### src/hdl/uup_pkg.sv
// shared types and constants for the uuid text parser
package uup_pkg;

  localparam int unsigned UUID_BYTES = 16;
  localparam int unsigned CNT_W      = $clog2(UUID_BYTES + 1);
  localparam int unsigned IDX_W      = $clog2(UUID_BYTES);
  localparam int unsigned QDEPTH     = 4;
  localparam int unsigned QPTR_W     = $clog2(QDEPTH);
  localparam int unsigned QCNT_W     = $clog2(QDEPTH + 1);

  localparam logic [7:0] CH_OPEN   = 8'h7b;
  localparam logic [7:0] CH_CLOSE  = 8'h7d;
  localparam logic [7:0] CH_HYPHEN = 8'h2d;

  typedef enum logic [2:0] {
    CLS_HEX,
    CLS_HYPHEN,
    CLS_OPEN,
    CLS_CLOSE,
    CLS_OTHER
  } cls_e;

  typedef enum logic [1:0] {
    ST_OK      = 2'd0,
    ST_EMPTY   = 2'd1,
    ST_BRACE   = 2'd2,
    ST_INVALID = 2'd3
  } status_e;

  typedef struct packed {
    cls_e       cls;
    logic [3:0] nib;
    logic       last;
    logic       none;
  } token_t;

endpackage

### src/hdl/uuid_text_parser.sv
// top level of the uuid text parser
// Takes one character beat per cycle while s_axis_tready is high and returns
// one result beat on the beat marked tlast. Characters are classified on entry
// and held in a four-beat queue; the parse state and result register behind it
// consume one beat per cycle, but a tlast beat waits till the prior result is
// taken, so the sustained rate is one character per clock while results drain.
// The final character is written into the queue; the result register loads as
// it is popped. Input stalls only when the queue is full, which happens only
// while a finished result waits to be taken.
module uuid_text_parser (
  input  logic          clk_i,
  input  logic          rst_ni,
  input  logic          s_axis_tvalid,
  output logic          s_axis_tready,
  input  logic [7:0]    s_axis_tdata,   // char_code
  input  logic          s_axis_tlast,   // is_last
  input  logic          s_axis_tuser,   // no_char
  output logic          m_axis_tvalid,
  input  logic          m_axis_tready,
  output logic [127:0]  m_axis_tdata,   // uuid_low, uuid_high
  output logic [1:0]    m_axis_tuser    // status
);
  import uup_pkg::*;

  token_t  in_tok, q_tok;
  logic    q_full, q_valid, q_pop;
  status_e res_status;
  logic [63:0] res_high, res_low;

  uup_front u_front (
    .char_i (s_axis_tdata),
    .last_i (s_axis_tlast),
    .none_i (s_axis_tuser),
    .tok_o  (in_tok)
  );

  uup_queue u_queue (
    .clk_i      (clk_i),
    .rst_ni     (rst_ni),
    .push_i     (s_axis_tvalid),
    .push_tok_i (in_tok),
    .full_o     (q_full),
    .pop_i      (q_pop),
    .valid_o    (q_valid),
    .pop_tok_o  (q_tok)
  );

  uup_back u_back (
    .clk_i        (clk_i),
    .rst_ni       (rst_ni),
    .tok_valid_i  (q_valid),
    .tok_i        (q_tok),
    .pop_o        (q_pop),
    .res_valid_o  (m_axis_tvalid),
    .res_ready_i  (m_axis_tready),
    .res_status_o (res_status),
    .res_high_o   (res_high),
    .res_low_o    (res_low)
  );

  assign s_axis_tready = !q_full;
  assign m_axis_tdata  = {res_low, res_high};
  assign m_axis_tuser  = res_status;

endmodule

### src/hdl/uup_front.sv
// front end: classifies each incoming character into a token
module uup_front (
  input  logic [7:0]      char_i,
  input  logic            last_i,
  input  logic            none_i,
  output uup_pkg::token_t tok_o
);
  import uup_pkg::*;

  always_comb begin
    tok_o.last = last_i;
    tok_o.none = none_i;
    tok_o.nib  = 4'd0;
    tok_o.cls  = CLS_OTHER;
    if (char_i >= 8'h30 && char_i <= 8'h39) begin
      tok_o.cls = CLS_HEX;
      tok_o.nib = 4'(char_i - 8'h30);
    end else if (char_i >= 8'h61 && char_i <= 8'h66) begin
      tok_o.cls = CLS_HEX;
      tok_o.nib = 4'(char_i - 8'h57);
    end else if (char_i >= 8'h41 && char_i <= 8'h46) begin
      tok_o.cls = CLS_HEX;
      tok_o.nib = 4'(char_i - 8'h37);
    end else if (char_i == CH_HYPHEN) begin
      tok_o.cls = CLS_HYPHEN;
    end else if (char_i == CH_OPEN) begin
      tok_o.cls = CLS_OPEN;
    end else if (char_i == CH_CLOSE) begin
      tok_o.cls = CLS_CLOSE;
    end
  end

endmodule

### src/hdl/uup_queue.sv
// short token queue between front end and back end
module uup_queue (
  input  logic            clk_i,
  input  logic            rst_ni,
  input  logic            push_i,
  input  uup_pkg::token_t push_tok_i,
  output logic            full_o,
  input  logic            pop_i,
  output logic            valid_o,
  output uup_pkg::token_t pop_tok_o
);
  import uup_pkg::*;

  token_t             mem_q [QDEPTH];
  logic [QPTR_W-1:0]  wr_ptr_q, wr_ptr_d;
  logic [QPTR_W-1:0]  rd_ptr_q, rd_ptr_d;
  logic [QCNT_W-1:0]  cnt_q, cnt_d;
  logic               do_push, do_pop;

  assign full_o    = (cnt_q == QCNT_W'(QDEPTH));
  assign valid_o   = (cnt_q != '0);
  assign pop_tok_o = mem_q[rd_ptr_q];
  assign do_push   = push_i && !full_o;
  assign do_pop    = pop_i && valid_o;

  always_comb begin
    wr_ptr_d = do_push ? wr_ptr_q + 1'b1 : wr_ptr_q;
    rd_ptr_d = do_pop  ? rd_ptr_q + 1'b1 : rd_ptr_q;
    cnt_d    = cnt_q;
    if (do_push && !do_pop) begin
      cnt_d = cnt_q + 1'b1;
    end else if (do_pop && !do_push) begin
      cnt_d = cnt_q - 1'b1;
    end
  end

  always_ff @(posedge clk_i or negedge rst_ni) begin
    if (!rst_ni) begin
      wr_ptr_q <= '0;
      rd_ptr_q <= '0;
      cnt_q    <= '0;
    end else begin
      wr_ptr_q <= wr_ptr_d;
      rd_ptr_q <= rd_ptr_d;
      cnt_q    <= cnt_d;
    end
  end

  always_ff @(posedge clk_i) begin
    if (do_push) begin
      mem_q[wr_ptr_q] <= push_tok_i;
    end
  end

endmodule

### src/hdl/uup_back.sv
// back end: parse state, byte store and result register
module uup_back (
  input  logic                 clk_i,
  input  logic                 rst_ni,
  input  logic                 tok_valid_i,
  input  uup_pkg::token_t      tok_i,
  output logic                 pop_o,
  output logic                 res_valid_o,
  input  logic                 res_ready_i,
  output uup_pkg::status_e     res_status_o,
  output logic [63:0]          res_high_o,
  output logic [63:0]          res_low_o
);
  import uup_pkg::*;

  logic [7:0]       store_q [UUID_BYTES];
  logic [CNT_W-1:0] count_q, count_d;
  logic             half_q, half_d;
  logic [3:0]       held_q, held_d;
  logic             brace_q, brace_d;
  logic             start_q, start_d;
  logic             inval_q, inval_d;

  logic             out_valid_q;
  status_e          out_status_q;
  logic [63:0]      out_high_q, out_low_q;

  logic             out_free, opener, close_ok, take, wr, brace_eff;
  logic [7:0]       new_byte;
  logic [IDX_W-1:0] wr_idx;
  status_e          status;
  logic [63:0]      high_v, low_v;

  assign out_free = !out_valid_q || res_ready_i;
  assign pop_o    = tok_valid_i && (!tok_i.last || out_free);
  assign wr_idx   = count_q[IDX_W-1:0];
  assign new_byte = {held_q, tok_i.nib};

  always_comb begin
    count_d  = count_q;
    half_d   = half_q;
    held_d   = held_q;
    brace_d  = brace_q;
    start_d  = start_q;
    inval_d  = inval_q;
    wr       = 1'b0;
    opener   = !tok_i.none && start_q && (tok_i.cls == CLS_OPEN);
    close_ok = !tok_i.none && !opener && tok_i.last && brace_q && (tok_i.cls == CLS_CLOSE);
    take     = !tok_i.none && !opener && !(tok_i.last && brace_q);
    if (!tok_i.none) begin
      start_d = 1'b0;
    end
    if (opener) begin
      brace_d = 1'b1;
    end
    if (take && tok_i.cls != CLS_HYPHEN) begin
      if (tok_i.cls != CLS_HEX || count_q >= CNT_W'(UUID_BYTES)) begin
        inval_d = 1'b1;
      end else if (!inval_q) begin
        if (!half_q) begin
          held_d = tok_i.nib;
          half_d = 1'b1;
        end else begin
          wr      = 1'b1;
          count_d = count_q + 1'b1;
          half_d  = 1'b0;
        end
      end
    end
  end

  always_comb begin
    brace_eff = brace_q || opener;
    if (tok_i.none && start_q) begin
      status = ST_EMPTY;
    end else if (brace_eff && !close_ok) begin
      status = ST_BRACE;
    end else if (inval_d || count_d != CNT_W'(UUID_BYTES) || half_d) begin
      status = ST_INVALID;
    end else begin
      status = ST_OK;
    end
  end

  always_comb begin
    high_v = '0;
    low_v  = '0;
    if (status == ST_OK) begin
      for (int k = 0; k < UUID_BYTES / 2; k++) begin
        high_v[63-8*k -: 8] = (wr && wr_idx == IDX_W'(k)) ? new_byte : store_q[k];
        low_v[63-8*k -: 8]  = (wr && wr_idx == IDX_W'(k + UUID_BYTES / 2)) ?
                              new_byte : store_q[k + UUID_BYTES / 2];
      end
    end
  end

  always_ff @(posedge clk_i or negedge rst_ni) begin
    if (!rst_ni) begin
      count_q     <= '0;
      half_q      <= 1'b0;
      held_q      <= '0;
      brace_q     <= 1'b0;
      start_q     <= 1'b1;
      inval_q     <= 1'b0;
      out_valid_q <= 1'b0;
    end else begin
      if (pop_o) begin
        if (tok_i.last) begin
          count_q <= '0;
          half_q  <= 1'b0;
          held_q  <= '0;
          brace_q <= 1'b0;
          start_q <= 1'b1;
          inval_q <= 1'b0;
        end else begin
          count_q <= count_d;
          half_q  <= half_d;
          held_q  <= held_d;
          brace_q <= brace_d;
          start_q <= start_d;
          inval_q <= inval_d;
        end
      end
      if (pop_o && tok_i.last) begin
        out_valid_q <= 1'b1;
      end else if (res_ready_i) begin
        out_valid_q <= 1'b0;
      end
    end
  end

  always_ff @(posedge clk_i) begin
    if (pop_o && wr) begin
      store_q[wr_idx] <= new_byte;
    end
    if (pop_o && tok_i.last) begin
      out_status_q <= status;
      out_high_q   <= high_v;
      out_low_q    <= low_v;
    end
  end

  assign res_valid_o  = out_valid_q;
  assign res_status_o = out_status_q;
  assign res_high_o   = out_high_q;
  assign res_low_o    = out_low_q;

endmodule

### config.mk
export PLATFORM = sky130hd
export DESIGN_NAME = uuid_text_parser
export DESIGN_NICKNAME = d
export VERILOG_FILES = /design/src/hdl/uup_pkg.sv /design/src/hdl/uuid_text_parser.sv /design/src/hdl/uup_front.sv /design/src/hdl/uup_queue.sv /design/src/hdl/uup_back.sv
export SDC_FILE = /design/constraint.sdc
export NUM_CORES = 1
export LEC_CHECK = 0
export ABC_AREA = 1
export BUFFER_PORTS_ARGS = -buffer_cell sky130_fd_sc_hd__buf_2
export CAP_MARGIN = 15
export CORE_UTILIZATION = 62
export DETAILED_ROUTE_END_ITERATION = 8
export MAX_ROUTING_LAYER = met4
export PLACE_DENSITY = 0.88
export SLEW_MARGIN = 20
export SYNTH_ARGS = -nofsm -noshare
export SYNTH_HDL_FRONTEND = slang
export SYNTH_SLANG_ARGS = --single-unit
### constraint.sdc
create_clock -name clk_i -period 14 [get_ports clk_i]
set_clock_uncertainty 0.05 [all_clocks]
set_input_delay 1.4 -clock clk_i [delete_from_list [all_inputs] [get_ports clk_i]]
set_output_delay 1.4 -clock clk_i [all_outputs]
set_load 0.005 [all_outputs]
# Word-level counts from Yosys, hierarchy flattened
# Memory sizes are Yosys's and may differ from the RTL's. A register that Yosys moved wholly into a read port is not among the register bits.
# Index checks and enable logic that the tools add are counted.
# totals
register_bits,23
ramBits,164
input_bits,14
out_inout_bits,132
wordCells,146
n_memories,2
# classes
addsub,8
order_cmp,7
eq_ne,12
muxes,44
reduce_logical,62
# mem_list
memory,depth,width,rd,rd_clocked_by_memory_dff,write_ports,line,rtl
u_back.store_q,16,8,16,16,1,uup_back.sv:16,logic [7:0] store_q [UUID_BYTES];
u_queue.mem_q,4,9,1,0,1,uup_queue.sv:14,token_t mem_q [QDEPTH];
# op_table
op,count
$logic_not A1 Y1,25
$mux W5,5
$mux W4,6
$mux W1,22
$logic_and A1 B1 Y1,21
$mux W3,6
$eq A8 B7 Y1 const B,2
$ge A8 B7 Y1 const B,2
$le A8 B7 Y1 const B,2
$mux W7,2
$eq A8 B6 Y1 const B,1
$ge A8 B6 Y1 const B,1
$le A8 B6 Y1 const B,1
$ne A2 B1 Y1 const B,4
$reduce_bool A2 Y1,4
$sub A4 B3 Y4 const B,2
$eq A3 B2 Y1 const B,2
$logic_or A1 B1 Y1,6
$mux W2,3
$reduce_bool A3 Y1,2
$add A5 B1 Y5 const B,1
$ge A5 B5 Y1 const B,1
$ne A5 B5 Y1 const B,1
$reduce_and A5 Y1,1
8 further kinds,10

# Logic depth before layout (Yosys ltp)
# Gate-level depths: netlist (run 1).
# An unclocked memory read counts as a cell.
# logic_depth
ltp_word,17
depth_mapped,19
ltp_nobuf,17

# By module
# Synthesis (run 1) repeated with hierarchy kept, for this count alone.
# hier_totals
hier_cells,940
area_unflattened_um2,12351.8
# modules_own_cells
module,instances,cells_each,area_per_inst_um2,seq_area_each_um2
uup_back,1,725,10084.7,8099.0
uup_queue,1,165,1989.4,1256.2
uup_front,1,49,274.0,0.0
uuid_text_parser,1,1,3.8,0.0

# Worst setup path after synthesis (run 1)
# No wires, ideal clock.
# synth_timing
path_kind,in2reg
start,input port m_axis_tready
end,register u_back.held_q[0]
setup_ns,0.136
arrival_ns,8.354
t_required_ns,13.814
setup_slack_ns,5.461
cell_stages,7
path_buffers,0
cell_sequence,inv_1 -> nand2_1 -> o21ai_1 -> nor2_1 -> inv_1 -> nand3_1 -> o21ai_0
# synth_via
elab_chain_len,4
# synth_rtl
element,line,rtl
start: declaration,uuid_text_parser.sv:19,"input logic m_axis_tready,"
$logic_or A1 B1 Y1,uup_back.sv:34,assign out_free = !out_valid_q || res_ready_i;
$logic_or A1 B1 Y1,uup_back.sv:35,assign pop_o = tok_valid_i && (!tok_i.last || out_free);
$logic_and A1 B1 Y1,uup_back.sv:35,
$reduce_and A5 Y1 (no source line),--,
end signal: assignment,uup_back.sv:118,held_q <= held_d;
end: declaration,uup_back.sv:19,"logic [3:0] held_q, held_d;"
# No other way between the ends.
# A chain may end at the register's enable or synchronous reset.

# Final worst setup path (run 1)
# layout_timing
start,register u_queue.rd_ptr_q[0]
end,"register u_back.out_low_q[29] (netlist: u_back.res_low_o[29]), read port of u_back.store_q (data pin)"
# layout_via
elab_chain_len,17
elab_cells_between_ends,40
classes_between,eq/ne: 4; mux: 9; reduce/logical: 26; memory: 1
# layout_rtl
element,line,rtl
start: declaration,uup_queue.sv:16,"logic [QPTR_W-1:0] rd_ptr_q, rd_ptr_d;"
start signal: assignment,uup_queue.sv:44,rd_ptr_q <= rd_ptr_d;
$mem_v2 Z4 W9 (*),--,
branches (longest 16 deep; another with $mux W5),--,
end: declaration,uup_back.sv:26,"logic [63:0] out_high_q, out_low_q;"
# Every way passes the cells marked *.

==> results of run 1 <==
[sequential cells by signal, summed over array words and instances (netlist names), 2 cells and up]
signal,flops
u_back.store_q,128
u_queue.mem_q,36
u_back.res_low_o,64
u_queue.wr_ptr_q,2
u_queue.rd_ptr_q,2
u_back.res_status_o,2
u_back.count_q,5
u_back.res_high_o,64
u_back.held_q,4
u_queue.cnt_q,3
[cell usage in the layout, fill, tap and decap left out, drive strengths merged]
cell	n
xor2	3
dfstp	1
nand2	132
nor3	5
bufinv	1
a311oi	1
o21ai	31
fa	1
clkbuf	35
inv	179
a21oi	10
nand4	4
clkinv	15
o31ai	1
edfxtp	294
dfrtp	20
nor2	170
clkinvlp	1
o41ai	1
buf	152
a32oi	4
ha	13
o22ai	2
nand3	36
xnor2	2
[layout make-up]
type | count | area, um2
Clock buffer | 35 | 769
Multi-Input combinational cell | 416 | 2830
Clock inverter | 17 | 114
Inverter | 179 | 674
Tap cell | 270 | 338
Sequential cell | 315 | 9360
Fill cell | 1226 | 5630
Timing Repair Buffer | 152 | 791
[final timing paths]
check / from / end / slack [ns] / cells after the start
hold reg to reg: u_back.res_valid_o / u_back.res_valid_o / 0.49 / 2
min in group asynchronous: rst_ni / u_queue.rd_ptr_q[0] / 0.76 / 1
max in group asynchronous: rst_ni / u_back.start_q / 12.77 / 1
hold / removal: u_back.res_valid_o / u_back.res_valid_o / 0.49 / 2
setup / recovery: u_queue.rd_ptr_q[0] / u_back.res_low_o[29] / 9.59 / 13
setup reg to reg: u_queue.rd_ptr_q[0] / u_back.res_low_o[29] / 9.59 / 13
[cells by family after synthesis]
logic type / share of synthesized area
flip-flops: 0.714
adder cells (fa/ha/maj): 0.0139
XOR/XNOR: 0.00334
AND/OR/NAND/NOR: 0.173
AO/OA/AOI/OAI: 0.0215
buffers and inverters: 0.0748
[cell usage after synthesis, types with 2 or more instances]
| cell | number |
|---|---|
| nor3_1 | 5 |
| buf_4 | 2 |
| o21ai_1 | 4 |
| dfrtp_1 | 20 |
| a32oi_1 | 4 |
| a21oi_1 | 10 |
| nand4_1 | 3 |
| nor2_4 | 101 |
| nand3_2 | 10 |
| buf_12 | 10 |
| o21ai_0 | 26 |
| nand2_1 | 126 |
| nor2_1 | 51 |
| nand2_4 | 4 |
| xor2_1 | 3 |
| edfxtp_1 | 294 |
| nor2_2 | 18 |
| nand3_1 | 26 |
| inv_2 | 3 |
| nand2_2 | 2 |
| o22ai_1 | 2 |
| inv_1 | 175 |
| buf_2 | 4 |
| xnor2_1 | 2 |
| ha_1 | 13 |
| buf_6 | 6 |
[per-stage QoR]
stage / instances / utilization / setup slack [ns] / power, uW
detailed placement: 1332 / 0.682 / 9.79 / 2260
CTS: 1384 / 0.725 / 9.72 / 2980
global route: 1384 / 0.725 / 9.31 / 3100
finish: 1384 / 0.725 / 9.59 / 2960
global placement: 1332 / 0.682 / 9.95 / 2230
floorplan: 933 / - / 5.46 / 1930
[tightest hold or removal path: stages (launching register included)]
cell     delay, ns
dfrtp_1       0.35
nand2_1       0.08
nand2_1       0.07
[layer usage]
layer	routed length, um	track usage	up-vias	share of wire
met5	0	-	-	0
met4	630	0.0768	0	0.027
met3	1470	0.0302	55	0.062
met2	12300	0.391	280	0.52
met1	9310	0.287	3491	0.39
li1	-	-	3376	-
[power by group]
group          total [uW]  internal (uW)  switching, uW
Clock                 729            407            322
Combinational         721            228            493
Sequential           1510           1400            113
Total                2960           2040            928
==> results.py, run 1 <==
metrics = {
    "clock_network": {
        "cts_root_buffer": "clkbuf_16",
        "path_clk_slew_ns": 0.07,
        "hold_buffers": 0,
        "tritoncts": "built",
        "h-tree-depth": 1,
        "cts_buffers": 30,
        "clock-sinks": 315,
        "postCtsSetupRepairBufs": 0,
        "cts-resized-gates": 0,
        "cts_buffer_depth": 3,
        "clk_latency_ns": 0.55,
    },
    "critical_path": {
        "cpLargestDelayFamily": "simple AND/OR/NAND/NOR gates",
        "worstPathMaxFanout": 93,
        "start_kind": "register",
        "cp_slowest_cell": "dfrtp_1",
        "max_stage_delay_ns": 0.76,
        "critPathArrivalTime_ns": 4.76,
        "crit_top_cell": "nand3_2",
        "crit_chain": "inv_2 -> nand2_1 -> nand3_2 -> nand2_4 -> o21ai_2 -> inv_1 -> nand3_2 -> o21ai_1 -> nand3_1 -> nor2_1 -> nand3_4 -> buf_12 -> nor2_4",
        "criticalPathCategory": "reg -> reg",
        "worstSetupEndpointType": "register",
        "path_buf_inv": 3,
        "cp.required_ns": 14.35,
    },
    "die": {
        "io_pins": 146,
        "dieArea_um2": 21700,
        "rows": 52,
        "start_util": 0.640,
        "die_w_um": 147,
        "dieHeight_um": 147,
        "core_um2": 20500,
    },
    "drt": {
        "post_drt_wl_per_cell_um": 17.2,
        "ant_nets": 0,
        "drt_iter0_drc": 619,
        "drc_errors": 0,
        "dr.pass1.iters": 6,
        "vias": 7202,
        "wl_um": 23700,
        "avgViaCountPerCell": 5.20,
    },
    "sta": {
        "fin_crit_ns": 4.41,
        "whs_ns": 0.488,
        "setup_viol": 0,
        "period_share": 0.315,
        "final_hold_viol_count": 0,
        "rsz0062_at_grt": "no",
        "drv_slew": 0,
        "worst_pin_slew_ns": 1.01,
        "relSlewSlack": 0.329,
        "tns_ns": 0,
        "fmax_mhz": 227,
    },
    "final_layout": {
        "design_area_um2": 14900,
        "antenna_cells": 0,
        "drive_above_1_share": 0.302,
        "area_delta_synth_final_pct": 13.4,
        "final_nets": 1122,
    },
    "global_route": {
        "grt_pass1_wl_um": 37200,
        "antenna_found_initial": 0,
        "gr-total-overflow": 0,
        "grtUsageTotal": 0.230,
        "grt_start_max_net_pins": 94,
        "grt_pass1_vias": 7179,
    },
    "place": {
        "hpwl_um": 15100,
        "placed_cell_area_um2": 14000,
        "place_congestion": 0.956,
        "port-buffer-count": 145,
    },
    "synth": {
        "synth.avg_cell_area_um2": 14.1,
        "dominantRegCellSynth": "edfxtp_1",
        "yosys_warnings": 0,
        "ys_async_sr_fraction": 0.0667,
        "ys_seq_area_frac": 0.714,
        "synth_top_area_cell": "edfxtp_1",
        "synth.distinct_cells": 35,
        "ys_seq_elements": 315,
        "syn-cell-area_um2": 13100,
        "ys_top_cells_by_area": "edfxtp_1, nor2_4, inv_1",
        "syn-num-nets": 961,
        "synth_top_cell_area_share": 0.673,
        "synth_cells": 933,
        "synth_edf_count": 294,
    },
    "outcome": {
        "status": "complete, no violations",
    },
    "flow_run": {
        "drv_cap": 0,
    },
    "min_path": {
        "min_path_type": "reg -> reg",
    },
    "power": {
        "peakVddDrop_mv": 0.245,
        "power_density_nw_per_um2": 199,
        "leakagePower_uw": 0.00607,
    },
}
No activity file was read; power rests on OpenSTA's default activity.
==> run 2, diff against run 1 <==
--- a/config.mk
+++ b/config.mk
@@ -8,10 +8,10 @@
 export ABC_AREA = 1
 export BUFFER_PORTS_ARGS = -buffer_cell sky130_fd_sc_hd__buf_2
 export CAP_MARGIN = 15
-export CORE_UTILIZATION = 62
+export CORE_UTILIZATION = 53
 export DETAILED_ROUTE_END_ITERATION = 8
 export MAX_ROUTING_LAYER = met4
-export PLACE_DENSITY = 0.88
+export PLACE_DENSITY = 0.8
 export SLEW_MARGIN = 20
 export SYNTH_ARGS = -nofsm -noshare
 export SYNTH_HDL_FRONTEND = slang
==> constraint.sdc (replaced) <==
create_clock -name clk_i -period 3.9 [get_ports clk_i]
set_clock_uncertainty 0.05 [all_clocks]
set_input_delay 0.39 -clock clk_i [delete_from_list [all_inputs] [get_ports clk_i]]
set_output_delay 0.39 -clock clk_i [all_outputs]
set_load 0.005 [all_outputs]
==> run 2 against run 1 <==
Net effect:
- sequential cell count stayed put
- first-iteration DRC count is 27% lower
- clock power grew to 3.9 times the previous value
- cell area is 2.7% higher
- setup slack worse by 8.8 ns
- total power grew to 3.7 times the previous value
- fmax is 40% higher
- utilization is 9.8 points lower
- combinational power grew to 3.7 times the previous value
- worst hold slack worse by 0.38 ns
- via count is 1.5% lower
- wire length is 2.6% lower
- critical endpoint is now u_back.res_low_o[16]
- largest cell class unchanged
==> results.py, run 2 (synthesized netlist as in run 1, its figures left out) <==
metrics = {
    "sta": {
        "final_hold_viol_count": 0,
        "fmax_mhz": 317,
        "fin_crit_ns": 3.15,
        "whs_ns": 0.108,
        "rsz0062_at_grt": "no",
        "relSlewSlack": 0.421,
        "tns_ns": 0,
        "setup_viol": 0,
        "worst_pin_slew_ns": 0.869,
        "drv_slew": 0,
        "period_share": 0.809,
    },
    "final_layout": {
        "fillCellCount": 1747,
        "largest_reg_flops": 128,
        "final_cell_mix": "edfxtp_1, inv_1, buf_2, nand2_1, nor2_4",
        "area_delta_synth_final_pct": 16.4,
        "design_area_um2": 15300,
        "drive_above_1_share": 0.318,
        "final_nets": 1143,
        "antenna_cells": 0,
        "layout_commonest_cell": "edfxtp_1",
        "regMostFlops": "u_back.store_q",
    },
    "clock_network": {
        "path_clk_slew_ns": 0.07,
        "cts-resized-gates": 0,
        "cts_buffers": 31,
        "h-tree-depth": 1,
        "clock-sinks": 315,
        "clk_latency_ns": 0.55,
        "cts_root_buffer": "clkbuf_16",
        "tritoncts": "built",
        "cts_buffer_depth": 3,
    },
    "drt": {
        "post_drt_wl_per_cell_um": 15.8,
        "drc_errors": 0,
        "highest_layer": "met4",
        "ant_nets": 0,
        "wl_um": 23100,
        "vias": 7095,
        "drt_iter0_drc": 450,
        "wl_met3_um": 1190,
        "dr.pass1.iters": 5,
        "met2_length_um": 11400,
        "wl_met1_um": 9960,
        "avgViaCountPerCell": 4.85,
    },
    "global_route": {
        "gr-total-overflow": 0,
        "antenna_found_initial": 0,
        "grt_pass1_wl_um": 36500,
        "grtUsageTotal": 0.191,
        "grt_pass1_vias": 6884,
        "grt_start_max_net_pins": 74,
    },
    "die": {
        "die_w_um": 159,
        "io_pins": 146,
        "start_util": 0.539,
        "dieHeight_um": 159,
        "dieArea_um2": 25400,
        "rows": 57,
        "core_um2": 24300,
    },
    "power": {
        "leakagePower_uw": 0.00625,
        "peakVddDrop_mv": 0.459,
        "power_density_nw_per_um2": 713,
    },
    "critical_path": {
        "start_kind": "register",
        "worstPathMaxFanout": 21,
        "cp.required_ns": 4.27,
        "worstSetupEndpointType": "register",
        "criticalPathCategory": "reg -> reg",
        "critPathArrivalTime_ns": 3.52,
    },
    "outcome": {
        "status": "complete, no violations",
    },
    "place": {
        "placed_cell_area_um2": 14300,
        "hpwl_um": 15300,
        "port-buffer-count": 145,
        "place_congestion": 0.934,
    },
    "flow_run": {
        "drv_cap": 0,
    },
    "min_path": {
        "min_path_type": "in -> reg",
    },
}
## run 2: cell count changes in the layout (fill, tap and decap cells not counted), moves of 2 or more
cell,change
buf_12,+7
buf_4,+10
clkbuf_1,+3
clkinv_1,-7
clkinv_2,+5
dlygate4sd3_1,+3
inv_6,+2
## run 2: where the power goes
group	total [uW]	internal [uW]	switching, uW	leakage (uW)
registers	5370	5010	361	0.00306
logic	2700	900	1800	0.00272
clock network	2810	1600	1210	0.000473
total	10900	7510	3370	0.00625
## run 2: what timing repair did
item | CTS | global route
hold endpoints to repair | 27 | 0
buffers inserted | 0 | 0
hold buffers | 3 | 0
## run 2: critical path, stage by stage (launching register included)
cell and delay [ns]:
dfrtp_1 0.51, inv_4 0.22, nand3_2 0.12, nand2_4 0.12, inv_2 0.04, nand3_1 0.15
nand3_2 0.17, o21ai_1 0.22, nand3_1 0.12, nor2_1 0.24, nand3_4 0.46, buf_12 0.34
buf_12 0.17, nor2_4 0.07
## run 2: metal layers
| layer | track usage | up-vias |
|---|---|---|
| li1 | - | 3419 |
| met3 | 0.0268 | 44 |
| met2 | 0.312 | 222 |
| met1 | 0.250 | 3410 |
| met5 | - | - |
| met4 | 0.0581 | 0 |
## run 2: path summary, 6_finish.rpt
| path | depth (start not counted) | slack [ns] | from | end |
|---|---|---|---|---|
| max | 13 | 0.75 | u_queue.rd_ptr_q[1] | u_back.res_low_o[16] |
| min | 4 | 0.11 | m_axis_tready | u_back.res_valid_o |
| max reg2reg | 13 | 0.75 | u_queue.rd_ptr_q[1] | u_back.res_low_o[16] |
| min reg2reg | 2 | 0.48 | u_back.start_q | u_back.start_q |
| max in group asynchronous | 2 | 3.15 | rst_ni | u_back.count_q[3] |
| min in group asynchronous | 2 | 0.29 | rst_ni | u_queue.cnt_q[1] |
## run 2: final cells by class
type	count	area, um2	share of cell area
multi-input cells	416	2830	0.185
inverters	179	674	0.0442
clock buffers	39	806	0.0528
repair buffers	172	1040	0.0679
well taps	324	405	0.0266
clock inverters	19	163	0.0107
flip-flops and latches	315	9360	0.613
## run 2: per-stage QoR
| stage | worst slack, ns | std cells | util | power [uW] |
|---|---|---|---|---|
| after floorplan | 0.110 | 933 | - | 6790 |
| after CTS | 0.750 | 1464 | 0.628 | 11000 |
| final | 0.746 | 1464 | 0.628 | 10900 |
| after global routing | 0.511 | 1464 | 0.628 | 11400 |
| after global placement | 0.873 | 1403 | 0.587 | 8090 |
| after detailed placement | 0.772 | 1403 | 0.587 | 8160 |
